[config.mk]
export PLATFORM = sky130hd
export DESIGN_NAME = gated_stroke_speed_averager_unit
export DESIGN_NICKNAME = d
export VERILOG_FILES = /design/src/hw/rtl/gssa_pkg.sv /design/src/hw/rtl/gssa_sat.sv /design/src/hw/rtl/gssa_lane.sv /design/src/hw/rtl/gated_stroke_speed_averager_unit.sv
export SDC_FILE = /design/constraint.sdc
export NUM_CORES = 2
export LEC_CHECK = 0
export BUFFER_PORTS_ARGS = -buffer_cell sky130_fd_sc_hd__buf_2
export CELL_PAD_IN_SITES_DETAIL_PLACEMENT = 1
export CELL_PAD_IN_SITES_GLOBAL_PLACEMENT = 1
export CORE_MARGIN = 2
export CORE_UTILIZATION = 45
export CTS_CLUSTER_DIAMETER = 150
export DETAILED_ROUTE_END_ITERATION = 6
export PLACE_DENSITY_LB_ADDON = 0.15
export SLEW_MARGIN = 40
export SYNTH_ARGS = -nofsm -noshare
export SYNTH_HDL_FRONTEND = slang
export SYNTH_SLANG_ARGS = --single-unit
[constraint.sdc]
create_clock -name clk -period 21.8 [get_ports clk]
set_clock_uncertainty 0.15 [all_clocks]
set_input_delay 3.27 -clock clk [delete_from_list [all_inputs] [get_ports clk]]
set_output_delay 3.27 -clock clk [all_outputs]
set_load 0.01 [all_outputs]
[src/hw/rtl/gssa_pkg.sv]
package gssa_pkg;

	// Window geometry and datapath widths.
	localparam int WINDOW     = 10;
	localparam int SPEED_BITS = 32;
	localparam int COUNT_W    = $clog2(WINDOW + 1);
	localparam int SLOT_W     = (WINDOW > 1) ? $clog2(WINDOW) : 1;
	localparam int SUM_W      = SPEED_BITS + COUNT_W;

	// Divider: a few quotient bits per cycle over the padded window sum.
	localparam int DIV_BITS   = 6;
	localparam int DIV_CYCLES = (SUM_W + DIV_BITS - 1) / DIV_BITS;
	localparam int DVD_W      = DIV_CYCLES * DIV_BITS;
	localparam int DIV_CNT_W  = (DIV_CYCLES > 1) ? $clog2(DIV_CYCLES) : 1;

	// Saturation test: cursor * 1000 against render * (1000 + margin).
	localparam int MARGIN_W     = 12;
	localparam int MARGIN_RESET = 300;
	localparam int PERMILLE     = 1000;
	localparam int PERMILLE_W   = 10;
	localparam int FACTOR_W     = MARGIN_W + 1;
	localparam int PROD_A_W     = SPEED_BITS + PERMILLE_W;
	localparam int PROD_B_W     = SPEED_BITS + FACTOR_W;

	// Stream payload widths.
	localparam int FIELD_W     = 32;
	localparam int IN_TDATA_W  = 5 * FIELD_W;
	localparam int OUT_TDATA_W = ((3 * FIELD_W + 1 + 7) / 8) * 8;

	// Controls shared by the three averaging lanes.
	typedef struct packed {
		logic              clear;
		logic              push;
		logic              full;
		logic [SLOT_W-1:0] slot;
		logic              div_step;
		logic [COUNT_W-1:0] divisor;
	} lane_ctrl_t;

endpackage

[src/hw/rtl/gssa_sat.sv]
module gssa_sat (
	input  logic                                clk,
	input  logic                                en,
	input  logic [gssa_pkg::SPEED_BITS-1:0]     cursor,
	input  logic [gssa_pkg::SPEED_BITS-1:0]     render,
	input  logic [gssa_pkg::MARGIN_W-1:0]       margin,
	output logic                                saturated
);

	logic [gssa_pkg::PROD_A_W-1:0] prod_a_q;
	logic [gssa_pkg::PROD_B_W-1:0] prod_b_q;
	logic [gssa_pkg::FACTOR_W-1:0] factor;

	// Render speed is scaled by one thousand plus the margin.
	assign factor = gssa_pkg::FACTOR_W'(gssa_pkg::PERMILLE) + {1'b0, margin};

	// Both products are registered before the comparison.
	always_ff @(posedge clk) begin
		if (en) begin
			prod_a_q <= gssa_pkg::PROD_A_W'(cursor) *
				gssa_pkg::PROD_A_W'(gssa_pkg::PERMILLE);
			prod_b_q <= gssa_pkg::PROD_B_W'(render) * gssa_pkg::PROD_B_W'(factor);
		end
	end

	// The sample is saturated when the scaled cursor speed is strictly larger.
	assign saturated = gssa_pkg::PROD_B_W'(prod_a_q) > prod_b_q;

endmodule

[src/hw/rtl/gssa_lane.sv]
module gssa_lane (
	input  logic                            clk,
	input  logic                            arst_n,
	input  gssa_pkg::lane_ctrl_t            ctrl,
	input  logic [gssa_pkg::SPEED_BITS-1:0] sample,
	output logic [gssa_pkg::SPEED_BITS-1:0] mean
);

	logic [gssa_pkg::SPEED_BITS-1:0] win_q [gssa_pkg::WINDOW];
	logic [gssa_pkg::SUM_W-1:0]      sum_q;
	logic [gssa_pkg::SUM_W-1:0]      oldest;
	logic [gssa_pkg::SUM_W-1:0]      sum_next;
	logic [gssa_pkg::DVD_W-1:0]      dvd_q;
	logic [gssa_pkg::COUNT_W-1:0]    rem_q;
	logic [gssa_pkg::SPEED_BITS-1:0] quo_q;
	logic [gssa_pkg::DVD_W-1:0]      dvd_next;
	logic [gssa_pkg::COUNT_W-1:0]    rem_next;
	logic [gssa_pkg::SPEED_BITS-1:0] quo_next;

	// Running sum: drop the oldest entry once the window is full, add the new one.
	always_comb begin
		oldest   = ctrl.full ? gssa_pkg::SUM_W'(win_q[ctrl.slot]) : '0;
		sum_next = sum_q - oldest + gssa_pkg::SUM_W'(sample);
	end

	// Window storage holds no reset value; a slot is read only after it is written.
	always_ff @(posedge clk) begin
		if (ctrl.push) begin
			win_q[ctrl.slot] <= sample;
		end
	end

	// Window sum register.
	always_ff @(posedge clk or negedge arst_n) begin
		if (!arst_n) begin
			sum_q <= '0;
		end else if (ctrl.clear) begin
			sum_q <= '0;
		end else if (ctrl.push) begin
			sum_q <= sum_next;
		end
	end

	// Restoring division by the sample count, several quotient bits per cycle.
	always_comb begin
		logic [gssa_pkg::COUNT_W:0] cand;
		rem_next = rem_q;
		dvd_next = dvd_q;
		quo_next = quo_q;
		for (int i = 0; i < gssa_pkg::DIV_BITS; i++) begin
			cand     = {rem_next, dvd_next[gssa_pkg::DVD_W-1]};
			dvd_next = {dvd_next[gssa_pkg::DVD_W-2:0], 1'b0};
			if (cand >= {1'b0, ctrl.divisor}) begin
				cand     = cand - {1'b0, ctrl.divisor};
				quo_next = {quo_next[gssa_pkg::SPEED_BITS-2:0], 1'b1};
			end else begin
				quo_next = {quo_next[gssa_pkg::SPEED_BITS-2:0], 1'b0};
			end
			rem_next = cand[gssa_pkg::COUNT_W-1:0];
		end
	end

	// Dividend and partial remainder are loaded with the updated sum on a push.
	always_ff @(posedge clk) begin
		if (ctrl.push) begin
			dvd_q <= gssa_pkg::DVD_W'(sum_next);
			rem_q <= '0;
		end else if (ctrl.div_step) begin
			dvd_q <= dvd_next;
			rem_q <= rem_next;
		end
	end

	// The quotient register doubles as the cached mean; the upper quotient bits
	// are always zero, so keeping the low bits is exact.
	always_ff @(posedge clk or negedge arst_n) begin
		if (!arst_n) begin
			quo_q <= '0;
		end else if (ctrl.div_step) begin
			quo_q <= quo_next;
		end
	end

	assign mean = quo_q;

endmodule

[src/hw/rtl/gated_stroke_speed_averager_unit.sv]
// Channel   Direction  Payload
// s_*       in         tuser: mode; tdata: cursor, render, frame rate, preset id, size
// m_*       out        tuser: ignored; tdata: saturated, three cached means
// cfg_*     in         saturation margin in thousandths, 12 bits
//
// A clear item or an ignored sample goes from acceptance straight to ST_EMIT and the output register.
// A non-saturated sample passes ST_MUL, ST_CMP and ST_EMIT; a saturated one also passes ST_DIV,
// where the shared-count divider in each lane produces six quotient bits a cycle.
// One item is in work at a time; a result waits in the output register while the
// next item is taken. Reset (arst_n, asynchronous) empties the windows, zeroes the
// cached means and loads the margin with 300.
module gated_stroke_speed_averager_unit (
	input  logic                               clk,
	input  logic                               arst_n,
	// Input stream.
	input  logic                               s_tvalid,
	output logic                               s_tready,
	input  logic                               s_tuser,  // mode
	// cursor_speed, render_speed, frame_rate, preset_id, preset_size
	input  logic [gssa_pkg::IN_TDATA_W-1:0]    s_tdata,
	// Output stream.
	output logic                               m_tvalid,
	input  logic                               m_tready,
	output logic                               m_tuser,  // ignored
	// saturated, mean_cursor_speed, mean_render_speed, mean_frame_rate, zero pad
	output logic [gssa_pkg::OUT_TDATA_W-1:0]   m_tdata,
	// Configuration.
	input  logic                               cfg_wr_en,
	input  logic [gssa_pkg::MARGIN_W-1:0]      cfg_wr_data
);

	localparam logic [2:0] ST_IDLE = 3'd0;
	localparam logic [2:0] ST_MUL  = 3'd1;
	localparam logic [2:0] ST_CMP  = 3'd2;
	localparam logic [2:0] ST_DIV  = 3'd3;
	localparam logic [2:0] ST_EMIT = 3'd4;

	localparam int FW = gssa_pkg::FIELD_W;

	logic [2:0]                        state_q;
	logic [gssa_pkg::MARGIN_W-1:0]     margin_q;
	logic [gssa_pkg::SPEED_BITS-1:0]   cursor_q;
	logic [gssa_pkg::SPEED_BITS-1:0]   render_q;
	logic [gssa_pkg::SPEED_BITS-1:0]   frame_q;
	logic [FW-1:0]                     preset_id_q;
	logic [FW-1:0]                     preset_size_q;
	logic                              preset_known_q;
	logic                              last_sat_q;
	logic                              ignored_q;
	logic [gssa_pkg::COUNT_W-1:0]      count_q;
	logic [gssa_pkg::SLOT_W-1:0]       slot_q;
	logic [gssa_pkg::DIV_CNT_W-1:0]    div_cnt_q;
	logic                              m_tvalid_q;
	logic                              m_tuser_q;
	logic [gssa_pkg::OUT_TDATA_W-1:0]  m_tdata_q;

	logic                              accept;
	logic                              in_mode;
	logic [FW-1:0]                     in_cursor;
	logic [FW-1:0]                     in_render;
	logic [FW-1:0]                     in_frame;
	logic [FW-1:0]                     in_pid;
	logic [FW-1:0]                     in_psize;
	logic                              in_zero;
	logic                              preset_change;
	logic                              saturated;
	logic                              out_free;
	gssa_pkg::lane_ctrl_t              ctrl;
	logic [gssa_pkg::SPEED_BITS-1:0]   mean_cursor;
	logic [gssa_pkg::SPEED_BITS-1:0]   mean_render;
	logic [gssa_pkg::SPEED_BITS-1:0]   mean_frame;

	// Input unpacking and the decisions made at acceptance.
	assign accept        = s_tvalid && s_tready;
	assign s_tready      = (state_q == ST_IDLE);
	assign in_mode       = s_tuser;
	assign in_cursor     = s_tdata[FW-1:0];
	assign in_render     = s_tdata[2*FW-1:FW];
	assign in_frame      = s_tdata[3*FW-1:2*FW];
	assign in_pid        = s_tdata[4*FW-1:3*FW];
	assign in_psize      = s_tdata[5*FW-1:4*FW];
	assign in_zero       = (in_cursor == '0) || (in_render == '0);
	assign preset_change = !(preset_known_q && (preset_id_q == in_pid) &&
		(preset_size_q == in_psize));
	assign out_free      = !m_tvalid_q || m_tready;

	// Lane controls: a clear item or a preset change on a non-zero sample empties the windows.
	always_comb begin
		ctrl.clear    = accept && (in_mode || (!in_zero && preset_change));
		ctrl.push     = (state_q == ST_CMP) && saturated;
		ctrl.full     = (count_q == gssa_pkg::COUNT_W'(gssa_pkg::WINDOW));
		ctrl.slot     = slot_q;
		ctrl.div_step = (state_q == ST_DIV);
		ctrl.divisor  = count_q;
	end

	// Configuration register.
	always_ff @(posedge clk or negedge arst_n) begin
		if (!arst_n) begin
			margin_q <= gssa_pkg::MARGIN_W'(gssa_pkg::MARGIN_RESET);
		end else if (cfg_wr_en) begin
			margin_q <= cfg_wr_data;
		end
	end

	// Sample holding registers for the multiply and push steps.
	always_ff @(posedge clk) begin
		if (accept) begin
			cursor_q <= in_cursor;
			render_q <= in_render;
			frame_q  <= in_frame;
		end
	end

	// Sequencer, preset memory, window count and write slot.
	always_ff @(posedge clk or negedge arst_n) begin
		if (!arst_n) begin
			state_q        <= ST_IDLE;
			preset_id_q    <= '0;
			preset_size_q  <= '0;
			preset_known_q <= 1'b0;
			last_sat_q     <= 1'b0;
			ignored_q      <= 1'b0;
			count_q        <= '0;
			slot_q         <= '0;
			div_cnt_q      <= '0;
		end else begin
			if (ctrl.clear) begin
				count_q <= '0;
				slot_q  <= '0;
			end
			case (state_q)
				ST_IDLE: begin
					if (accept) begin
						if (in_mode) begin
							ignored_q <= 1'b0;
							state_q   <= ST_EMIT;
						end else if (in_zero) begin
							ignored_q <= 1'b1;
							state_q   <= ST_EMIT;
						end else begin
							ignored_q <= 1'b0;
							if (preset_change) begin
								preset_id_q    <= in_pid;
								preset_size_q  <= in_psize;
								preset_known_q <= 1'b1;
							end
							state_q <= ST_MUL;
						end
					end
				end
				ST_MUL: begin
					state_q <= ST_CMP;
				end
				ST_CMP: begin
					last_sat_q <= saturated;
					if (saturated) begin
						if (slot_q == gssa_pkg::SLOT_W'(gssa_pkg::WINDOW - 1)) begin
							slot_q <= '0;
						end else begin
							slot_q <= slot_q + gssa_pkg::SLOT_W'(1);
						end
						if (!ctrl.full) begin
							count_q <= count_q + gssa_pkg::COUNT_W'(1);
						end
						div_cnt_q <= '0;
						state_q   <= ST_DIV;
					end else begin
						state_q <= ST_EMIT;
					end
				end
				ST_DIV: begin
					div_cnt_q <= div_cnt_q + gssa_pkg::DIV_CNT_W'(1);
					if (div_cnt_q == gssa_pkg::DIV_CNT_W'(gssa_pkg::DIV_CYCLES - 1)) begin
						state_q <= ST_EMIT;
					end
				end
				ST_EMIT: begin
					if (out_free) begin
						state_q <= ST_IDLE;
					end
				end
				default: begin
					state_q <= ST_IDLE;
				end
			endcase
		end
	end

	// Saturation test.
	gssa_sat u_sat (
		.clk       (clk),
		.en        (state_q == ST_MUL),
		.cursor    (cursor_q),
		.render    (render_q),
		.margin    (margin_q),
		.saturated (saturated)
	);

	// Three averaging lanes working side by side.
	gssa_lane u_lane_cursor (
		.clk    (clk),
		.arst_n (arst_n),
		.ctrl   (ctrl),
		.sample (cursor_q),
		.mean   (mean_cursor)
	);

	gssa_lane u_lane_render (
		.clk    (clk),
		.arst_n (arst_n),
		.ctrl   (ctrl),
		.sample (render_q),
		.mean   (mean_render)
	);

	gssa_lane u_lane_frame (
		.clk    (clk),
		.arst_n (arst_n),
		.ctrl   (ctrl),
		.sample (frame_q),
		.mean   (mean_frame)
	);

	// Merging stage: the output register gathers the lane means and the verdicts.
	always_ff @(posedge clk or negedge arst_n) begin
		if (!arst_n) begin
			m_tvalid_q <= 1'b0;
		end else if ((state_q == ST_EMIT) && out_free) begin
			m_tvalid_q <= 1'b1;
		end else if (m_tready) begin
			m_tvalid_q <= 1'b0;
		end
	end

	always_ff @(posedge clk) begin
		if ((state_q == ST_EMIT) && out_free) begin
			m_tuser_q <= ignored_q;
			m_tdata_q <= gssa_pkg::OUT_TDATA_W'({FW'(mean_frame), FW'(mean_render),
				FW'(mean_cursor), last_sat_q});
		end
	end

	assign m_tvalid = m_tvalid_q;
	assign m_tuser  = m_tuser_q;
	assign m_tdata  = m_tdata_q;

endmodule
Word-level counts from Yosys, hierarchy flattened --
Memory sizes are Yosys's and may differ from the RTL's. Cells that the tools add are included.
Storage, ports and cells: register bits 696, latch bits 0, bits in writable memories 960, ROM bits 0, input bits 178, output and inout port bits 107, word-level logic and storage cells 196, memories kept 3
Memory list:
- u_lane_cursor.win_q | depth 10, width 32, read ports 1, clocked after Yosys merged registers in 0, write ports 1, line gssa_lane.sv:9 | logic [gssa_pkg::SPEED_BITS-1:0] win_q [gssa_pkg::WINDOW];
- u_lane_frame.win_q | depth 10, width 32, read ports 1, clocked after Yosys merged registers in 0, write ports 1, line gssa_lane.sv:9
- u_lane_render.win_q | depth 10, width 32, read ports 1, clocked after Yosys merged registers in 0, write ports 1, line gssa_lane.sv:9
Operators by class: add/subtract/negate cells 28, $mul 2, divide/modulo/power cells 0, magnitude comparators 19, equality and inequality tests 13, shift operators 0, multiplexer cells 74, bitwise logic cells 3, reduce and logical (&&, ||, !) cells 24
Operators by type and width (number):
- 36-bit 2-to-1 mux | 12
- 36-bit by 32-bit adder with 36-bit output | 3
- 36-bit subtractor | 3
- 4-bit 2-to-1 mux | 26
- 32-bit 2-to-1 mux | 3
- 5-bit by 4-bit greater-or-equal comparator with 1-bit output | 18
- 4-bit subtractor | 18
- 32-bit equality test | 2
- 32-bit logical NOT | 2
- 42-bit by 45-bit > comparator with 1-bit output | 1
- 32-bit by 13-bit multiplier with 45-bit output | 1
- 32-bit by 7-bit multiplier with 39-bit output, second input constant | 1
- 1-bit 2-to-1 mux | 24
- 3-bit 2-to-1 mux | 7
- 3-bit one-hot mux with 5 select lines | 1
- 10-bit by 12-bit adder with 13-bit output, first input constant | 1
- 4-bit by 1-bit adder with 4-bit output, second input constant | 2
- 4-bit equality test, second input constant | 2
- 2-bit nonzero test | 4
- 1-bit logical AND | 7
- 3-bit by 2-bit equality test with 1-bit output, second input constant | 2
- 3-bit equality test, second input constant | 2
- 3-bit one-hot mux with 2 select lines | 1
- 5-bit AND reduction | 1
- other kinds (10) | 19

Longest topological paths before layout --
word-level depth 12, mapped depth 52, mapped depth without buffers 52

Hierarchy --
From an unflattened synthesis, not the netlist that was laid out.
Second synthesis, totals: cells, all modules 7373, area, all modules 95071.2 µm²
By module, submodules not included:
- gssa_lane at u_lane_cursor ... | instances 2, cells each 1478, area each 20836.2 µm², seq. area each 12472.0 µm²
- gssa_sat | instances 1, cells each 2317, area each 21944.8 µm², seq. area each 2522.4 µm²
- gssa_lane at u_lane_render | instances 1, cells each 1509, area each 20927.6 µm², seq. area each 12472.0 µm²
- gated_stroke_speed_averager_unit | instances 1, cells each 591, area each 10526.3 µm², seq. area each 8182.8 µm²

Worst setup path before layout --
OpenSTA, ideal clock, no wires.
path kind register to register, from register u_sat.prod_a_q[3] (netlist name), to memory u_lane_cursor.win_q[8][0] (netlist name) (enable), setup time 0.786 ns, arrival time 11.565 ns, required time 20.864 ns, setup slack 9.298 ns, cell stages (with the launch flop) 15, path buffers 3, period minus slack after synthesis 12.502 ns, cell sequence edfxtp_1 -> ha_1 -> nor4b_1 -> o21a_1 -> o21ai_0 -> nand2b_1 -> a21oi_1 -> o211ai_1 -> a221o_1 -> a21oi_1 -> or3_1 -> clkbuf_1 -> clkbuf_1 -> clkbuf_1 -> nor4_1
On the way: longest elaborated chain between the ends 4
Ends and longest elaborated chain:
- from (decl) | line gssa_sat.sv:10 | logic [gssa_pkg::PROD_A_W-1:0] prod_a_q;
- from (signal assigned) | line gssa_sat.sv:20 | prod_a_q <= gssa_pkg::PROD_A_W'(cursor) *
- 42-bit by 45-bit > comparator with 1-bit output | line gssa_sat.sv:27 | assign saturated = gssa_pkg::PROD_B_W'(prod_a_q) > prod_b_q;
- 1-bit logical AND | line gated_stroke_speed_averager_unit.sv:90 | ctrl.push = (state_q == ST_CMP) && saturated;
- 1-bit 2-to-1 mux | line gssa_lane.sv:28 | if (ctrl.push) begin
- 1-bit 2-to-1 mux (implied by the code) | line gssa_lane.sv:29 | win_q[ctrl.slot] <= sample;
- to (decl) | line gssa_lane.sv:9
No other way between the ends.

Worst setup path after layout --
from register count_q[1] (netlist name), to register u_lane_render.rem_q[0] (netlist name)
On the way: longest elaborated chain between the ends 12, elaborated cells on any way between the ends 17, classes of those cells 5 x add/sub; 6 x order compare; 6 x mux
Ends and longest elaborated chain:
- from (decl) | line gated_stroke_speed_averager_unit.sv:50 | logic [gssa_pkg::COUNT_W-1:0] count_q;
- from (signal assigned) | line gated_stroke_speed_averager_unit.sv:164 | count_q <= count_q + gssa_pkg::COUNT_W'(1);
- 4-bit subtractor / 5-bit by 4-bit greater-or-equal comparator with 1-bit output (equally long branches) | line gssa_lane.sv:54, gssa_lane.sv:53
- 4-bit 2-to-1 mux | line gssa_lane.sv:53 | if (cand >= {1'b0, ctrl.divisor}) begin
- 4-bit subtractor / 5-bit by 4-bit greater-or-equal comparator with 1-bit output (equally long branches) | line gssa_lane.sv:54, gssa_lane.sv:53
- 4-bit 2-to-1 mux | line gssa_lane.sv:53
- 4-bit subtractor / 5-bit by 4-bit greater-or-equal comparator with 1-bit output (equally long branches) | line gssa_lane.sv:54, gssa_lane.sv:53
- 4-bit 2-to-1 mux | line gssa_lane.sv:53
- 5-bit by 4-bit greater-or-equal comparator with 1-bit output / 4-bit subtractor (equally long branches) | line gssa_lane.sv:53, gssa_lane.sv:54
- 4-bit 2-to-1 mux | line gssa_lane.sv:53
- 4-bit subtractor / 5-bit by 4-bit greater-or-equal comparator with 1-bit output (equally long branches) | line gssa_lane.sv:54, gssa_lane.sv:53
- 4-bit 2-to-1 mux | line gssa_lane.sv:53
- 5-bit by 4-bit greater-or-equal comparator with 1-bit output * | line gssa_lane.sv:53
- 4-bit 2-to-1 mux * | line gssa_lane.sv:53
- to (signal assigned) | line gssa_lane.sv:70 | rem_q <= rem_next;
- to (decl) | line gssa_lane.sv:14 | logic [gssa_pkg::COUNT_W-1:0] rem_q;
Mark *: on every way between the ends. The rest lies on a longest branch, timed or not. A chain may end at the register's enable or synchronous reset.

==> key figures <==
STA
  • Worst slew slack as a fraction of its limit: 0.365
  • Final critical delay including setup and external delays: 11470 ps
  • RSZ-0062 raised after global routing: false
  • Setup TNS: 0 ps
  • Max-slew violation count: 0
  • Hold Vio Cnt, Final: 0
  • Worst Tran Pin Value: 949 ps
  • Final Setup Violations: 0
  • Fin crit share: 0.526
  • Fmax: ~87 MHz

Die
  • Starting density of the core: 0.452
  • # IOs: 285
  • Die area: 208000 sq um
  • Die span in y: 456 microns
  • Site Rows: 166
  • Core footprint: 204000 sq um
  • Die boundary width: approximately 460 microns

Synth
  • Top cell type's share of synthesized area: 0.439
  • Flip-flop and latch count after synthesis: 1656
  • Synth Area in Simple Gates: 0.0824
  • Share of the yosys chip area belonging to registers: 0.522
  • Dominant combinational cell family by area after synthesis: adder cells
  • Cell Area, Synth: about 90000 sq um
  • Post-synth top area cell: sky130_fd_sc_hd__edfxtp_1
  • Adder-Cell Fraction of Synth Area: 0.176
  • Dominant synthesized flop cell: sky130_fd_sc_hd__edfxtp_1
  • Xor-xnor portion of the synthesized cell area: 0.0236
  • Number of flops mapped to enable cells by yosys: 1346
  • Asr flop ratio synth: 0.180
  • Number of warnings issued by yosys: 0
  • Fraction of synthesized area in multiplexers: 0.0708
  • Synth top area cells: sky130_fd_sc_hd__edfxtp_1 (44%), sky130_fd_sc_hd__fa_1 (12%), sky130_fd_sc_hd__dfrtp_1 (8.0%), sky130_fd_sc_hd__ha_1 (5.4%), sky130_fd_sc_hd__mux4_2 (4.7%)
  • Synthesized-area fraction occupied by ao, oa, aoi and oai cells: 0.0722
  • Cell count after synthesis: 7231
  • Post-synth cell types: 89
  • Syn Area/Cell: approximately 13 sq um

Detailed routing
  • DRC marker count from the first detailed-route iteration: 3381
  • Total wire length after detailed routing: 243 mm
  • Number of detailed-route iterations in the first pass: 7
  • Detailed-route wire length per cell: roughly 23 microns
  • Vias per cell: approximately 5.5
  • Vias after detailed routing: 56900
  • Remaining number of nets flagged by the antenna check after routing: 0
  • DRC violation count after routing: 2

Place
  • Number of port buffers: 277
  • Placer's final routability congestion estimate: slightly above 0.8
  • Detailed-placement wirelength estimate: 166 mm

CTS
  • Clock tree from TritonCTS: done
  • Clock slew seen by the registers of the worst setup and hold paths: 60 ps
  • Depth of the CTS H-tree: 4
  • Number of buffers inserted for hold repair after clock tree synthesis: 0
  • Worst-case clock buffer depth: 3
  • Clock tree root buffer cell: sky130_fd_sc_hd__clkbuf_16
  • Clock sink total: 1656
  • CTS buffer count: 182
  • Clock insertion delay at the later pin of the skew report: a little over 800 ps
  • Post-CTS setup buffer count: 0
  • CTS resizes: 0

Worst setup path
  • Category of the worst setup path launch point: register
  • Peak fanout along the critical path: 10
  • Cell repeated most along the worst path: sky130_fd_sc_hd__a21o_1
  • Startpoint-to-endpoint class of the critical path: reg -> reg
  • Arrival @ worst endpoint: around 12000 ps
  • CP peak stage delay: 580 ps
  • Required @ worst endpoint: 22390 ps
  • Register-to-Register Setup Slack: 10330 ps
  • Endpoint type of the worst setup path: register
  • Cell at the slowest stage of the critical path: sky130_fd_sc_hd__dfrtp_1

Global route
  • GRT Resource Usage Total: 0.236
  • Most crowded layer after global routing: met2
  • GR met3 Demand/Resource: 0.0281
  • Met1 capacity usage during global routing: 0.323
  • Maximum number of pins on one net before global-route repair: 106
  • Grt ovf: 0
  • Number of antenna violations at the first check in global routing: 8
  • Global-route wire length before repair: 379 mm
  • Via count of the first global-routing pass: ~63000
  • Global-route met2 utilization: 0.400

Cells and area
  • P&R area growth vs syn: 12.4%
  • Final cell utilization of the core: 0.508
  • Share of post-route cells with drive strength above 1: 0.133
  • Total number of nets in the final design: 8695

Job
  • Maximum Capacitance Violations: 0

Hold path
  • Classification of the worst-slack hold path: reg -> reg

Outcome
  • Failing checks: DRC
  • Result of the run: finished with violations
[logic make-up (layout without fill, tap and decap cells)]
logic type | after synthesis | in the layout
xor+xnor | 248 | 248
simple gates | 1691 | 1691
other cells | 1 | 11
mux | 398 | 398
compound gates | 1009 | 1009
flops | 1656 | 1656
fa+ha+maj | 961 | 961
buf+inv | 1267 | 1740
[path summary, 6_finish.rpt]
path                                             start                      to  cells past startpoint
max in group asynchronous                       arst_n               slot_q[3]                      4
worst max-delay path                        count_q[1]  u_lane_render.rem_q[0]                     49
worst min-delay path            u_lane_cursor.mean[30]             m_tdata[31]                      0
worst max register to register              count_q[1]  u_lane_render.rem_q[0]                     49
min in group asynchronous                       arst_n  u_lane_render.mean[24]                      1
worst min register to register  u_lane_cursor.mean[30]             m_tdata[31]                      0
[flip-flops by register name (all words and copies together), names as in the netlist, 12 cells and up]
register / cells
u_lane_cursor.win_q: 320
u_lane_frame.win_q: 320
u_lane_render.win_q: 320
m_tdata: 97
u_sat.prod_b_q: 45
u_sat.prod_a_q: 39
u_lane_cursor.dvd_q: 36
u_lane_cursor.sum_q: 36
u_lane_frame.dvd_q: 36
u_lane_frame.sum_q: 36
u_lane_render.dvd_q: 36
u_lane_render.sum_q: 36
cursor_q: 32
frame_q: 32
preset_id_q: 32
preset_size_q: 32
render_q: 32
u_lane_cursor.mean: 32
u_lane_frame.mean: 32
u_lane_render.mean: 32
margin_q: 12
[final cells by class]
class,instances,area (sq um)
fillers,20700,100000
flip-flops and latches,1656,48100
multi-input cells,4314,39400
clock buffers,259,5150
inverters,989,3720
well taps,2688,3360
repair buffers,413,2780
clock inverters,79,913
diodes,4,10.0
[cell usage after synthesis (all sizes together), types with 46 or more instances]
master / n
clkbuf: 224
o21ai: 144
inv: 988
edfxtp: 1346
fa: 562
mux2: 80
a21o: 157
dfrtp: 294
nor2: 233
and2: 158
nand2: 946
xnor2: 159
mux2i: 126
nand3: 46
nand2b: 80
buf: 54
ha: 399
xor2: 89
a211oi: 216
mux4: 192
a21oi: 281
[per-stage QoR]
stage                     setup slack [ps]  area [sq um]  hold WS [ps]  std cells
after CTS                            10180        103000           299      10400
after detailed placement             10200         97200           283      10000
after global placement               10260         96800           281      10000
final                                10330        104000           296      10400
after floorplan                       9300         92100           269       7237
after global routing                  9320        104000           310      10400
[critical path: cells and delay by family, from the launching register on]
family                     cells  cell delay [ps]
buffers and inverters          4              410
muxes                          5             1490
DFF                            1              580
adders and majority gates      6             1790
and+or+nand+nor                7             1260
AOI/OAI and AO/OA             27             5710
[cells in the final DEF, fill, tap and decap left out, drive strengths merged, types with 14 or more instances in the layout]
master,Yosys,final
nor4,37,37
xor2,89,89
o21ai,144,144
and3,29,29
bufinv,0,17
clkbuf,224,259
edfxtp,1346,1346
o21a,22,22
clkinv,1,51
and2,158,158
a21oi,281,281
a21o,157,157
nor3,40,40
a211oi,216,216
inv,988,994
mux4,192,192
nor2,233,233
o21bai,32,32
fa,562,562
nand3,46,46
o31ai,14,14
nand2b,80,80
nor2b,36,36
dfrtp,294,294
buf,54,413
mux2,80,80
ha,399,399
mux2i,126,126
nand2,946,946
or3,17,17
xnor2,159,159
nand4,39,39
a31oi,21,21
[metal layers]
layer | part of all wire | vias up
li1 | - | 25700
met1 | 0.45 | 29700
met2 | 0.49 | 1116
met3 | 0.037 | 323
met4 | 0.028 | 6
met5 | 0.00014 | -
Power is left out: the tool's default activity adds up to more than one toggle a clock period on the data nets, which glitch-free logic cannot reach.
